==> src/wpc_pkg.sv <==
// Types and constants of the weighted port chooser.
`timescale 1ns / 1ps

package wpc_pkg;

  // Port slots: configured count, clipped to the slots the registers describe
  localparam int NUM_PORTS = 4;
  localparam int SLOT_REGS = 4;
  localparam int NUM_SLOTS = (NUM_PORTS < SLOT_REGS) ? NUM_PORTS : SLOT_REGS;

  // Field and datapath widths
  localparam int INC_W  = 3;
  localparam int SLOT_W = 2;
  localparam int RND_W  = 16;
  localparam int WGT_W  = 8;
  localparam int SUM_W  = 10;  // up to four weights of 255
  localparam int CNT_W  = 3;   // up to four candidates
  localparam int NUM_CELLS = RND_W;  // one dividend bit per cell
  localparam int LATENCY   = NUM_CELLS + 1;

  // Incoming code for an item with no incoming port
  localparam logic [INC_W-1:0] NO_INC = 3'd4;

  // Configuration port
  localparam int ADDR_W = 5;
  localparam int DATA_W = 32;
  localparam int IDX_W  = 3;
  localparam logic [IDX_W-1:0] REG_MODE    = 3'd0;
  localparam logic [IDX_W-1:0] REG_PRESENT = 3'd1;
  localparam logic [IDX_W-1:0] REG_IDS     = 3'd2;
  localparam logic [IDX_W-1:0] REG_W_IN0   = 3'd3;
  localparam logic [IDX_W-1:0] REG_W_IN1   = 3'd4;
  localparam logic [IDX_W-1:0] REG_W_IN2   = 3'd5;
  localparam logic [IDX_W-1:0] REG_W_IN3   = 3'd6;
  localparam logic [IDX_W-1:0] REG_W_NO_IN = 3'd7;

  // Input item
  typedef struct packed {
    logic [INC_W-1:0] incoming_slot;
    logic             allow_bounce;
    logic             force_bounce;
    logic [RND_W-1:0] rnd;
  } in_t;

  // Result item
  typedef struct packed {
    logic              found;
    logic [SLOT_W-1:0] out_slot;
    logic              used_fallback;
  } res_t;

  // Configuration registers; wgt[4] is the no-incoming-port set
  typedef struct packed {
    logic                           mode;
    logic [SLOT_REGS-1:0]           present;
    logic [DATA_W-1:0]              ids;
    logic [SLOT_REGS:0][DATA_W-1:0] wgt;
  } cfg_t;

  // Decisions made at the front, carried along the cell row
  typedef struct packed {
    logic                 mode;
    logic                 det_found;
    logic [SLOT_W-1:0]    det_slot;
    logic [SLOT_REGS-1:0] elig;
    logic [DATA_W-1:0]    wgt;
    logic [SLOT_REGS-1:0] cand;
    logic [SUM_W-1:0]     sum;
    logic [CNT_W-1:0]     cnt;
  } side_t;

  // One stage of the remainder chain
  typedef struct packed {
    logic             valid;
    side_t            side;
    logic [SUM_W-1:0] rem_w;
    logic [CNT_W-1:0] rem_c;
    logic [RND_W-1:0] dvd;
  } stage_t;

endpackage

==> src/weighted_port_chooser.sv <==
// Top level of the weighted port chooser: register port and the cell row.
`timescale 1ns / 1ps
// Weighted port chooser.
// Picks an outgoing port slot for an item that arrives on slot 0..3 or on no
// port (code 4 and above). Input: start with in_i; an item is accepted at a
// rising edge with start high and busy low. busy stays low, so an item may be
// accepted in every cycle. Output: done_o marks res_o for exactly one cycle;
// the receiver cannot stall, so results simply leave as they come.
// An item passes through the front stage, the sixteen remainder cells and
// the result register. Throughput: one item per cycle. The row holds
// sixteen cells, each taking one bit of rnd through a restoring remainder
// step for both the weight sum and the candidate count. Configuration: APB
// registers at byte addresses 0,4,..,28 (mode, present mask, port ids, five
// weight sets); the user writes them only while the block is idle, and the
// block itself does not enforce this. Reset clears the configuration
// registers and the valid flags of in-flight items; no result follows an
// item that was still in the row when reset came.

module weighted_port_chooser (
  input  logic                          clk_i,
  input  logic                          rst_ni,
  input  logic                          start,
  output logic                          busy,
  input  wpc_pkg::in_t                  in_i,
  output logic                          done_o,
  output wpc_pkg::res_t                 res_o,
  input  logic                          psel,
  input  logic                          penable,
  input  logic                          pwrite,
  input  logic [wpc_pkg::ADDR_W-1:0]    paddr,
  input  logic [wpc_pkg::DATA_W-1:0]    pwdata,
  output logic [wpc_pkg::DATA_W-1:0]    prdata,
  output logic                          pready
);

  wpc_pkg::cfg_t              cfg_q;
  logic [wpc_pkg::IDX_W-1:0]  idx;
  logic                       wr_en;
  logic                       accept;
  wpc_pkg::stage_t            chain [wpc_pkg::NUM_CELLS+1];

  assign busy   = 1'b0;
  assign pready = 1'b1;
  assign accept = start && !busy;
  assign idx    = paddr[wpc_pkg::ADDR_W-1:2];
  assign wr_en  = psel && penable && pwrite && pready;

  // Configuration registers
  always_ff @(posedge clk_i or negedge rst_ni) begin
    if (!rst_ni) begin
      cfg_q <= '0;
    end else if (wr_en) begin
      unique case (idx)
        wpc_pkg::REG_MODE:    cfg_q.mode    <= pwdata[0];
        wpc_pkg::REG_PRESENT: cfg_q.present <= pwdata[wpc_pkg::SLOT_REGS-1:0];
        wpc_pkg::REG_IDS:     cfg_q.ids     <= pwdata;
        wpc_pkg::REG_W_IN0:   cfg_q.wgt[0]  <= pwdata;
        wpc_pkg::REG_W_IN1:   cfg_q.wgt[1]  <= pwdata;
        wpc_pkg::REG_W_IN2:   cfg_q.wgt[2]  <= pwdata;
        wpc_pkg::REG_W_IN3:   cfg_q.wgt[3]  <= pwdata;
        wpc_pkg::REG_W_NO_IN: cfg_q.wgt[4]  <= pwdata;
        default: ;
      endcase
    end
  end

  // Register readback
  always_comb begin
    prdata = '0;
    unique case (idx)
      wpc_pkg::REG_MODE:    prdata = wpc_pkg::DATA_W'(cfg_q.mode);
      wpc_pkg::REG_PRESENT: prdata = wpc_pkg::DATA_W'(cfg_q.present);
      wpc_pkg::REG_IDS:     prdata = cfg_q.ids;
      wpc_pkg::REG_W_IN0:   prdata = cfg_q.wgt[0];
      wpc_pkg::REG_W_IN1:   prdata = cfg_q.wgt[1];
      wpc_pkg::REG_W_IN2:   prdata = cfg_q.wgt[2];
      wpc_pkg::REG_W_IN3:   prdata = cfg_q.wgt[3];
      wpc_pkg::REG_W_NO_IN: prdata = cfg_q.wgt[4];
      default:              prdata = '0;
    endcase
  end

  // Front stage
  wpc_front u_front (
    .clk_i    (clk_i),
    .rst_ni   (rst_ni),
    .accept_i (accept),
    .in_i     (in_i),
    .cfg_i    (cfg_q),
    .stage_o  (chain[0])
  );

  // Row of remainder cells, most significant rnd bit first
  for (genvar k = 0; k < wpc_pkg::NUM_CELLS; k++) begin : g_cell
    wpc_cell u_cell (
      .clk_i   (clk_i),
      .rst_ni  (rst_ni),
      .stage_i (chain[k]),
      .stage_o (chain[k+1])
    );
  end

  // Result selection and output register
  wpc_back u_back (
    .clk_i   (clk_i),
    .rst_ni  (rst_ni),
    .stage_i (chain[wpc_pkg::NUM_CELLS]),
    .done_o  (done_o),
    .res_o   (res_o)
  );

endmodule

==> src/wpc_front.sv <==
// Front stage: slot masks, weight sum, deterministic pick and candidate count.
`timescale 1ns / 1ps

module wpc_front (
  input  logic            clk_i,
  input  logic            rst_ni,
  input  logic            accept_i,
  input  wpc_pkg::in_t    in_i,
  input  wpc_pkg::cfg_t   cfg_i,
  output wpc_pkg::stage_t stage_o
);

  logic [wpc_pkg::INC_W-1:0]     inc;
  logic [wpc_pkg::DATA_W-1:0]    wreg;
  logic [wpc_pkg::SLOT_REGS-1:0] pres;
  logic [wpc_pkg::WGT_W-1:0]     best;
  logic [wpc_pkg::WGT_W-1:0]     w;
  wpc_pkg::stage_t               stage_d;
  logic                          valid_q;
  wpc_pkg::stage_t               stage_q;

  // Decode the item against the configuration
  always_comb begin
    stage_d = '0;
    best    = '0;
    w       = '0;
    inc     = (in_i.incoming_slot > wpc_pkg::NO_INC) ? wpc_pkg::NO_INC : in_i.incoming_slot;
    wreg    = cfg_i.wgt[inc];
    for (int i = 0; i < wpc_pkg::SLOT_REGS; i++) begin
      pres[i]              = cfg_i.present[i] && (i < wpc_pkg::NUM_SLOTS);
      stage_d.side.elig[i] = pres[i] && (inc != wpc_pkg::INC_W'(i));
    end

    // weight sum over eligible slots
    for (int i = 0; i < wpc_pkg::SLOT_REGS; i++) begin
      if (stage_d.side.elig[i]) begin
        stage_d.side.sum = stage_d.side.sum +
                           wpc_pkg::SUM_W'(wreg[wpc_pkg::WGT_W*i +: wpc_pkg::WGT_W]);
      end
    end

    // highest weight, lower id on a tie, lower slot on equal ids
    for (int i = 0; i < wpc_pkg::SLOT_REGS; i++) begin
      w = wreg[wpc_pkg::WGT_W*i +: wpc_pkg::WGT_W];
      if (stage_d.side.elig[i]) begin
        if (!stage_d.side.det_found || (w > best) ||
            ((w == best) && (cfg_i.ids[wpc_pkg::WGT_W*i +: wpc_pkg::WGT_W] <
                             cfg_i.ids[wpc_pkg::WGT_W*stage_d.side.det_slot +: wpc_pkg::WGT_W])))
        begin
          best                  = w;
          stage_d.side.det_slot = wpc_pkg::SLOT_W'(i);
          stage_d.side.det_found = 1'b1;
        end
      end
    end

    // uniform fallback candidates
    for (int i = 0; i < wpc_pkg::SLOT_REGS; i++) begin
      if (!in_i.allow_bounce && in_i.force_bounce) begin
        stage_d.side.cand[i] = pres[i] && (inc == wpc_pkg::INC_W'(i));
      end else begin
        stage_d.side.cand[i] = stage_d.side.elig[i];
      end
      stage_d.side.cnt = stage_d.side.cnt + wpc_pkg::CNT_W'(stage_d.side.cand[i]);
    end

    stage_d.side.mode = cfg_i.mode;
    stage_d.side.wgt  = wreg;
    stage_d.valid     = accept_i;
    stage_d.rem_w     = '0;
    stage_d.rem_c     = '0;
    stage_d.dvd       = in_i.rnd;
  end

  // Valid flag
  always_ff @(posedge clk_i or negedge rst_ni) begin
    if (!rst_ni) begin
      valid_q <= 1'b0;
    end else begin
      valid_q <= stage_d.valid;
    end
  end

  // Payload
  always_ff @(posedge clk_i) begin
    stage_q <= stage_d;
  end

  always_comb begin
    stage_o       = stage_q;
    stage_o.valid = valid_q;
  end

endmodule

==> src/wpc_cell.sv <==
// One remainder cell: a restoring step for the weight sum and the candidate count.
`timescale 1ns / 1ps

module wpc_cell (
  input  logic            clk_i,
  input  logic            rst_ni,
  input  wpc_pkg::stage_t stage_i,
  output wpc_pkg::stage_t stage_o
);

  logic [wpc_pkg::SUM_W:0] shift_w;
  logic [wpc_pkg::CNT_W:0] shift_c;
  wpc_pkg::stage_t         stage_d;
  logic                    valid_q;
  wpc_pkg::stage_t         stage_q;

  // Bring in the next dividend bit, subtract where the divisor fits
  always_comb begin
    stage_d = stage_i;
    shift_w = {stage_i.rem_w, stage_i.dvd[wpc_pkg::RND_W-1]};
    shift_c = {stage_i.rem_c, stage_i.dvd[wpc_pkg::RND_W-1]};
    if (shift_w >= {1'b0, stage_i.side.sum}) begin
      stage_d.rem_w = wpc_pkg::SUM_W'(shift_w - {1'b0, stage_i.side.sum});
    end else begin
      stage_d.rem_w = shift_w[wpc_pkg::SUM_W-1:0];
    end
    if (shift_c >= {1'b0, stage_i.side.cnt}) begin
      stage_d.rem_c = wpc_pkg::CNT_W'(shift_c - {1'b0, stage_i.side.cnt});
    end else begin
      stage_d.rem_c = shift_c[wpc_pkg::CNT_W-1:0];
    end
    stage_d.dvd = {stage_i.dvd[wpc_pkg::RND_W-2:0], 1'b0};
  end

  // Valid flag
  always_ff @(posedge clk_i or negedge rst_ni) begin
    if (!rst_ni) begin
      valid_q <= 1'b0;
    end else begin
      valid_q <= stage_i.valid;
    end
  end

  // Payload
  always_ff @(posedge clk_i) begin
    stage_q <= stage_d;
  end

  always_comb begin
    stage_o       = stage_q;
    stage_o.valid = valid_q;
  end

endmodule

==> src/wpc_back.sv <==
// Back stage: cumulative weight walk, uniform pick and the result register.
`timescale 1ns / 1ps

module wpc_back (
  input  logic            clk_i,
  input  logic            rst_ni,
  input  wpc_pkg::stage_t stage_i,
  output logic            done_o,
  output wpc_pkg::res_t   res_o
);

  logic [wpc_pkg::SUM_W-1:0]  cum;
  logic                       walk_found;
  logic [wpc_pkg::SLOT_W-1:0] walk_slot;
  logic [wpc_pkg::CNT_W-1:0]  seen;
  logic                       uni_found;
  logic [wpc_pkg::SLOT_W-1:0] uni_slot;
  wpc_pkg::res_t              res_d;
  logic                       done_q;
  wpc_pkg::res_t              res_q;

  // Walk the cumulative weights of eligible slots
  always_comb begin
    cum        = '0;
    walk_found = 1'b0;
    walk_slot  = '0;
    for (int i = 0; i < wpc_pkg::SLOT_REGS; i++) begin
      if (!walk_found && stage_i.side.elig[i]) begin
        cum = cum + wpc_pkg::SUM_W'(stage_i.side.wgt[wpc_pkg::WGT_W*i +: wpc_pkg::WGT_W]);
        if (stage_i.rem_w < cum) begin
          walk_found = 1'b1;
          walk_slot  = wpc_pkg::SLOT_W'(i);
        end
      end
    end
  end

  // Candidate number rem_c among the fallback candidates
  always_comb begin
    seen      = '0;
    uni_found = 1'b0;
    uni_slot  = '0;
    for (int i = 0; i < wpc_pkg::SLOT_REGS; i++) begin
      if (!uni_found && stage_i.side.cand[i]) begin
        if (seen == stage_i.rem_c) begin
          uni_found = 1'b1;
          uni_slot  = wpc_pkg::SLOT_W'(i);
        end
        seen = seen + wpc_pkg::CNT_W'(1);
      end
    end
  end

  // Pick the result
  always_comb begin
    res_d = '0;
    if (stage_i.side.mode && stage_i.side.det_found) begin
      res_d.found    = 1'b1;
      res_d.out_slot = stage_i.side.det_slot;
    end else if (!stage_i.side.mode && (stage_i.side.sum != '0) && walk_found) begin
      res_d.found    = 1'b1;
      res_d.out_slot = walk_slot;
    end else if ((stage_i.side.cnt != '0) && uni_found) begin
      res_d.found         = 1'b1;
      res_d.out_slot      = uni_slot;
      res_d.used_fallback = 1'b1;
    end
  end

  // Result strobe
  always_ff @(posedge clk_i or negedge rst_ni) begin
    if (!rst_ni) begin
      done_q <= 1'b0;
    end else begin
      done_q <= stage_i.valid;
    end
  end

  // Result payload
  always_ff @(posedge clk_i) begin
    res_q <= res_d;
  end

  assign done_o = done_q;
  assign res_o  = res_q;

endmodule

==> config.mk <==
export PLATFORM = sky130hd
export DESIGN_NAME = weighted_port_chooser
export DESIGN_NICKNAME = d
export VERILOG_FILES = /design/src/wpc_pkg.sv /design/src/weighted_port_chooser.sv /design/src/wpc_front.sv /design/src/wpc_cell.sv /design/src/wpc_back.sv
export SDC_FILE = /design/constraint.sdc
export NUM_CORES = 2
export LEC_CHECK = 0
export BUFFER_PORTS_ARGS = -buffer_cell sky130_fd_sc_hd__buf_4
export CAP_MARGIN = 10
export CORE_MARGIN = 4
export CORE_UTILIZATION = 28
export DETAILED_ROUTE_END_ITERATION = 10
export GPL_TIMING_DRIVEN = 1
export HOLD_SLACK_MARGIN = 0.03
export PLACE_DENSITY = 0.48
export RECOVER_POWER = 50
export REMOVE_ABC_BUFFERS = 1
export SYNTH_ARGS = -nofsm -noshare
export SYNTH_HDL_FRONTEND = slang
export SYNTH_SLANG_ARGS = --single-unit
==> constraint.sdc <==
create_clock -name clk_i -period 19 [get_ports clk_i]
set_clock_uncertainty 0.2 [all_clocks]
set_input_delay 1.9 -clock clk_i [delete_from_list [all_inputs] [get_ports clk_i]]
set_output_delay 1.9 -clock clk_i [all_outputs]
set_load 0.1 [all_outputs]
Word level (Yosys, flattened, before mapping)
Index checks and enable logic that the tools add are counted.
{"block": "op_classes", "add_sub_neg": 43, "order_cmp": 44, "n_eq_ne": 19, "shifts": 3, "n_mux": 93, "reduce_logical": 56}
{"operator": "case mux 32 bit (8 select lines)", "count": 1}
{"operator": "two-way mux 10 bit", "count": 20}
{"operator": "greater-or-equal comparator 11 x 10 -> 1 bit", "count": 15}
{"operator": "subtractor 10 bit", "count": 15}
{"operator": "binary-select mux 32 bit (select 3 bit)", "count": 1}
{"operator": "variable part select 32 x 6 -> 8 bit", "count": 3}
{"operator": "two-way mux 3 bit", "count": 25}
{"operator": "adder 10 x 8 -> 10 bit", "count": 6}
{"operator": "greater-or-equal comparator 4 x 3 -> 1 bit", "count": 15}
{"operator": "two-way mux 8 bit", "count": 7}
{"operator": "subtractor 3 bit", "count": 15}
{"operator": "two-way mux 32 bit", "count": 1}
{"operator": "less-than comparator 10 bit", "count": 3}
{"operator": "two-way mux 1 bit", "count": 25}
{"operator": "== test 8 bit", "count": 3}
{"operator": "> comparator 8 bit", "count": 3}
{"operator": "logical AND 1 bit", "count": 24}
{"operator": "less-than comparator 8 bit", "count": 3}
{"operator": "two-way mux 2 bit", "count": 12}
{"operator": "AND reduction 2 bit", "count": 8}
{"operator": "== test 3 x 2 -> 1 bit (second input constant)", "count": 4}
{"operator": "== test 3 bit (second input constant)", "count": 4}
{"operator": "logical NOT 1 bit", "count": 11}
{"operator": "greater-or-equal comparator 1 x 10 -> 1 bit", "count": 1}
{"operator": "other kinds (21)", "count": 33}
{"block": "totals", "reg_bits": 1532, "inputBits": 64, "out_inout_bits": 39, "elab_cells": 473}

Depth between registers and ports, before layout
{"block": "depth", "depth_word": 23, "ltp_mapped": 36, "mapped_depth_nobuf": 33}

Cells and area by module
Synthesis repeated with hierarchy kept, for this count alone.
{"block": "hier_totals", "cells_unflattened": 4691, "hier_area_um2": 58348.5}
{"module": "wpc_cell", "instances": 16, "cells_per_inst": 188, "area_each_um2": 2546.2}
{"module": "weighted_port_chooser", "instances": 1, "cells_per_inst": 633, "area_each_um2": 9127.5}
{"module": "wpc_front", "instances": 1, "cells_per_inst": 705, "area_each_um2": 5839.4}
{"module": "wpc_back", "instances": 1, "cells_per_inst": 345, "area_each_um2": 2642.5}

Worst setup path before layout
OpenSTA, ideal clock, no wires.
{"block": "synth_path", "path_type": "input to register", "start": "in in_i[19] (netlist bit)", "end": "reg u_front.stage_q, in the netlist u_front.stage_o[82]", "arrival_time_ns": 8.459, "required_time_ns": 18.721, "setup_slack_ns": 10.261, "stages": 28, "path_buffers": 5, "cell_sequence": "buf_2 -> buf_2 -> buf_2 -> mux4_2 -> mux2_2 -> ha_1 -> nand2_1 -> or4b_1 -> o41a_1 -> a21o_1 -> buf_2 -> mux2_1 -> inv_1 -> ha_1 -> a211oi_1 -> o221ai_1 -> a221oi_1 -> o21ai_2 -> o21ai_4 -> buf_6 -> mux2_4 -> ha_1 -> nand4_1 -> nor3_1 -> nand3_1 -> a221oi_1 -> o211ai_1 -> o211ai_1"}
{"element": "from (decl)", "line": "weighted_port_chooser.sv:24", "source": "input wpc_pkg::in_t in_i,"}
{"element": "to (signal assigned)", "line": "wpc_front.sv:86", "source": "stage_q <= stage_d;"}
{"element": "to (decl)", "line": "wpc_front.sv:20", "source": "wpc_pkg::stage_t stage_q;"}

==> flow_summary.json <==
{
  "grt.total_usage": 0.1054,
  "hold_violations": 0,
  "core_um2": 183500,
  "stdcell_count": 6922,
  "avgSynthCellArea_um2": 12.53,
  "outcome": "finished, final reports clean",
  "synth_common_cells": "dfxtp_1, ha_1, inv_1, mux2_2, dfrtp_1",
  "cap_violations": 0,
  "async_flop_share": 0.1403,
  "grt_pass1_wl_um": 162200,
  "h-tree-depth": 4,
  "dr_total_vias": 28910,
  "nets": 4755,
  "setup_viol": 0,
  "cts_tree": "done",
  "synth_top_cell_by_area": "dfxtp_1",
  "path_buf_inv": 4,
  "clock.fmax_mhz": 102.9,
  "p_leak_nw": 25.98,
  "hold_path_class": "reg -> reg",
  "die_width_um": 438.0,
  "cp.required_ns": 19.42,
  "worst_slew_pin_slew_ns": 1.183,
  "wl_met2_um": 47130,
  "topRoutingLayerUsed": "met5",
  "drc_errors": 0,
  "worstHoldPathCells": 0,
  "cts_buffers": 156,
  "cts-root-buf": "clkbuf_16",
  "met1_length_um": 46050,
  "grt.overflow.total": 0,
  "fp.dieH_um": 438.0,
  "cp-start-kind": "input port",
  "cp_max_fo": 33,
  "fin_crit_ns": 9.717,
  "die_area_um2": 191800,
  "powerDensity_nw_per_um2": 177.7,
  "worst-path-stages": 31,
  "io_pins": 103,
  "cts.clk_slew.worst_paths_ns": 0.06,
  "ys_warn_count": 0,
  "clock-sinks": 1532,
  "placed_cell_area_um2": 55420,
  "syn-cell-area_um2": 51760,
  "slew_headroom": 0.2096,
  "synth_area_leaders": "dfxtp_1, dfrtp_1, ha_1",
  "endpoint_kind": "flip-flop",
  "critical_path.top_delay_family": "compound AO/OA/AOI/OAI gates",
  "cpMaxStageDelayCell": "a21o_1",
  "r2r_cells": 29,
  "syn-instance-count": 4131,
  "slew_viol_final": 0,
  "drive_above_1_share": 0.1719,
  "viasPerCell": 4.176,
  "synth-edff-count": 0,
  "num_rows": 157,
  "syn_to_final_growth_pct": 17.58,
  "io_buffers": 98,
  "clock_latency_ns": 0.78,
  "synth_top_flop_cell": "dfxtp_1",
  "place_congestion": 0.7964,
  "slowest_delay_ns": 0.75,
  "arrival_ns": 10.13,
  "setup_tns_ns": 0,
  "drt-initial-drc-count": 1395,
  "antenna_left": 0,
  "finalWirelength_um": 101400,
  "antenna_found_initial": 10,
  "wl_met3_um": 4930,
  "ir_drop_v": 0.00009731,
  "cts_hold_buffers": 0,
  "place_hpwl_um": 70000,
  "yosysUniqueCellTypes": 79,
  "yosys.area.top_type_share": 0.5094,
  "grt_setup_unrepaired": "false",
  "placed_cells": 6628,
  "period_share": 0.5114,
  "path_class": "in -> reg",
  "synth_seq_cells": 1532,
  "cts.path.max_buffers": 3,
  "cts_setup_buffers": 0,
  "detail_route.wl_per_cell_um": 14.65,
  "grt_pass1_vias": 29830,
  "seq_area_frac_synth": 0.6133,
  "drt_pass1_iterations": 10,
  "fill_cells": 18280,
  "synth_most_common_cell": "dfxtp_1",
  "cts_resized": 0,
  "r2r_slack_ns": 10.93,
  "grt_max_degree": 93,
  "start_util": 0.2821,
  "design_area_um2": 60860
}
## per-stage QoR
stage	hold WS (ns)	power [mW]	util	setup WS [ns]
6_report	0.1024	10.82	0.3317	9.283
5_1_grt	0.09780	11.59	0.3317	8.703
4_1_cts	0.09603	10.99	0.3317	9.304
3_5_place_dp	0.1121	7.800	0.3020	8.471
3_3_place_gp	0.1097	7.756	0.3020	8.491
2_1_floorplan	0.1096	6.958	-	10.73
## cells in the final DEF, fill, tap and decap left out, drive strengths merged, types with 6 or more instances in the layout
master    count
o21ai       129
a21oi       158
a22oi        92
o21bai        7
clkinv       40
mux2i        61
nand2b       34
clkinvlp      6
inv         339
mux4         27
nor2        169
a31oi        17
xnor2        82
a21o         73
buf         114
a211oi       12
dfrtp       215
ha          332
a211o        16
nor3         41
or3          15
o31ai        12
xor2         64
and2         34
clkbuf      233
nand2       128
o21a         17
dfxtp      1317
nor2b        63
bufinv        7
a221oi       20
mux2        336
fa           37
nand4        40
nand3        46
o211ai        7
a311o        19
or2          10
a21boi       16
## state kept, by name, indices dropped and copies added (netlist names)
register / count
cfg_q: 197
u_back.res_o: 4
u_front.stage_o: 73
g_cell.u_cell.stage_o: 1240
u_front.valid_q: 1
g_cell.u_cell.valid_q: 16
u_back.done_o: 1
## cell type report
cell class                      instances  area (um^2)  share of cell area
Sequential cell                      1532        31750              0.5216
Inverter                              333         1250             0.02054
Timing Repair Buffer                  115        869.6             0.01429
Clock buffer                          232         4644             0.07632
Antenna cell                            3        7.507           0.0001234
Tap cell                             2464         3083             0.05066
Multi-Input combinational cell       2184        18470              0.3035
Clock inverter                         59        789.5             0.01297
## per-layer routing
| layer | vias to the layer above | global-route usage |
|---|---|---|
| met2 | 452 | 0.1748 |
| met1 | 13650 | 0.1315 |
| met5 | - | 0 |
| met3 | 221 | 0.02705 |
| li1 | 14570 | - |
| met4 | 10 | 0.04043 |
## where the power goes
group	switching (mW)	internal [mW]	total, mW
clock	1.28	1.82	3.10
sequential	0.403	4.09	4.49
combinational	1.70	1.53	3.22
## kinds of logic (layout without fill, tap and decap cells)
| kind of cell | after synthesis | after routing | synth area share |
|---|---|---|---|
| and+or+nand+nor | 608 | 608 | 0.05806 |
| adders and majority gates | 370 | 370 | 0.09476 |
| muxes | 424 | 424 | 0.09701 |
| DFF | 1532 | 1532 | 0.6133 |
| xor gates and xnor gates | 146 | 146 | 0.02471 |
| AOI/OAI and AO/OA | 634 | 634 | 0.08137 |
| other | 2 | 5 | 0.0001451 |
| buffers and inverters | 415 | 739 | 0.03063 |
## final timing paths
kind	from	endpoint
setup / recovery	in_i[18]	u_front.stage_o[82]
hold / removal	g_cell[8].u_cell.stage_o[79]	g_cell[9].u_cell.stage_o[79]
setup reg to reg	cfg_q[10]	u_front.stage_o[82]
hold reg to reg	g_cell[8].u_cell.stage_o[79]	g_cell[9].u_cell.stage_o[79]
max in group asynchronous	rst_ni	cfg_q[196]
min in group asynchronous	rst_ni	cfg_q[36]
(Power assumes the default switching activity.)
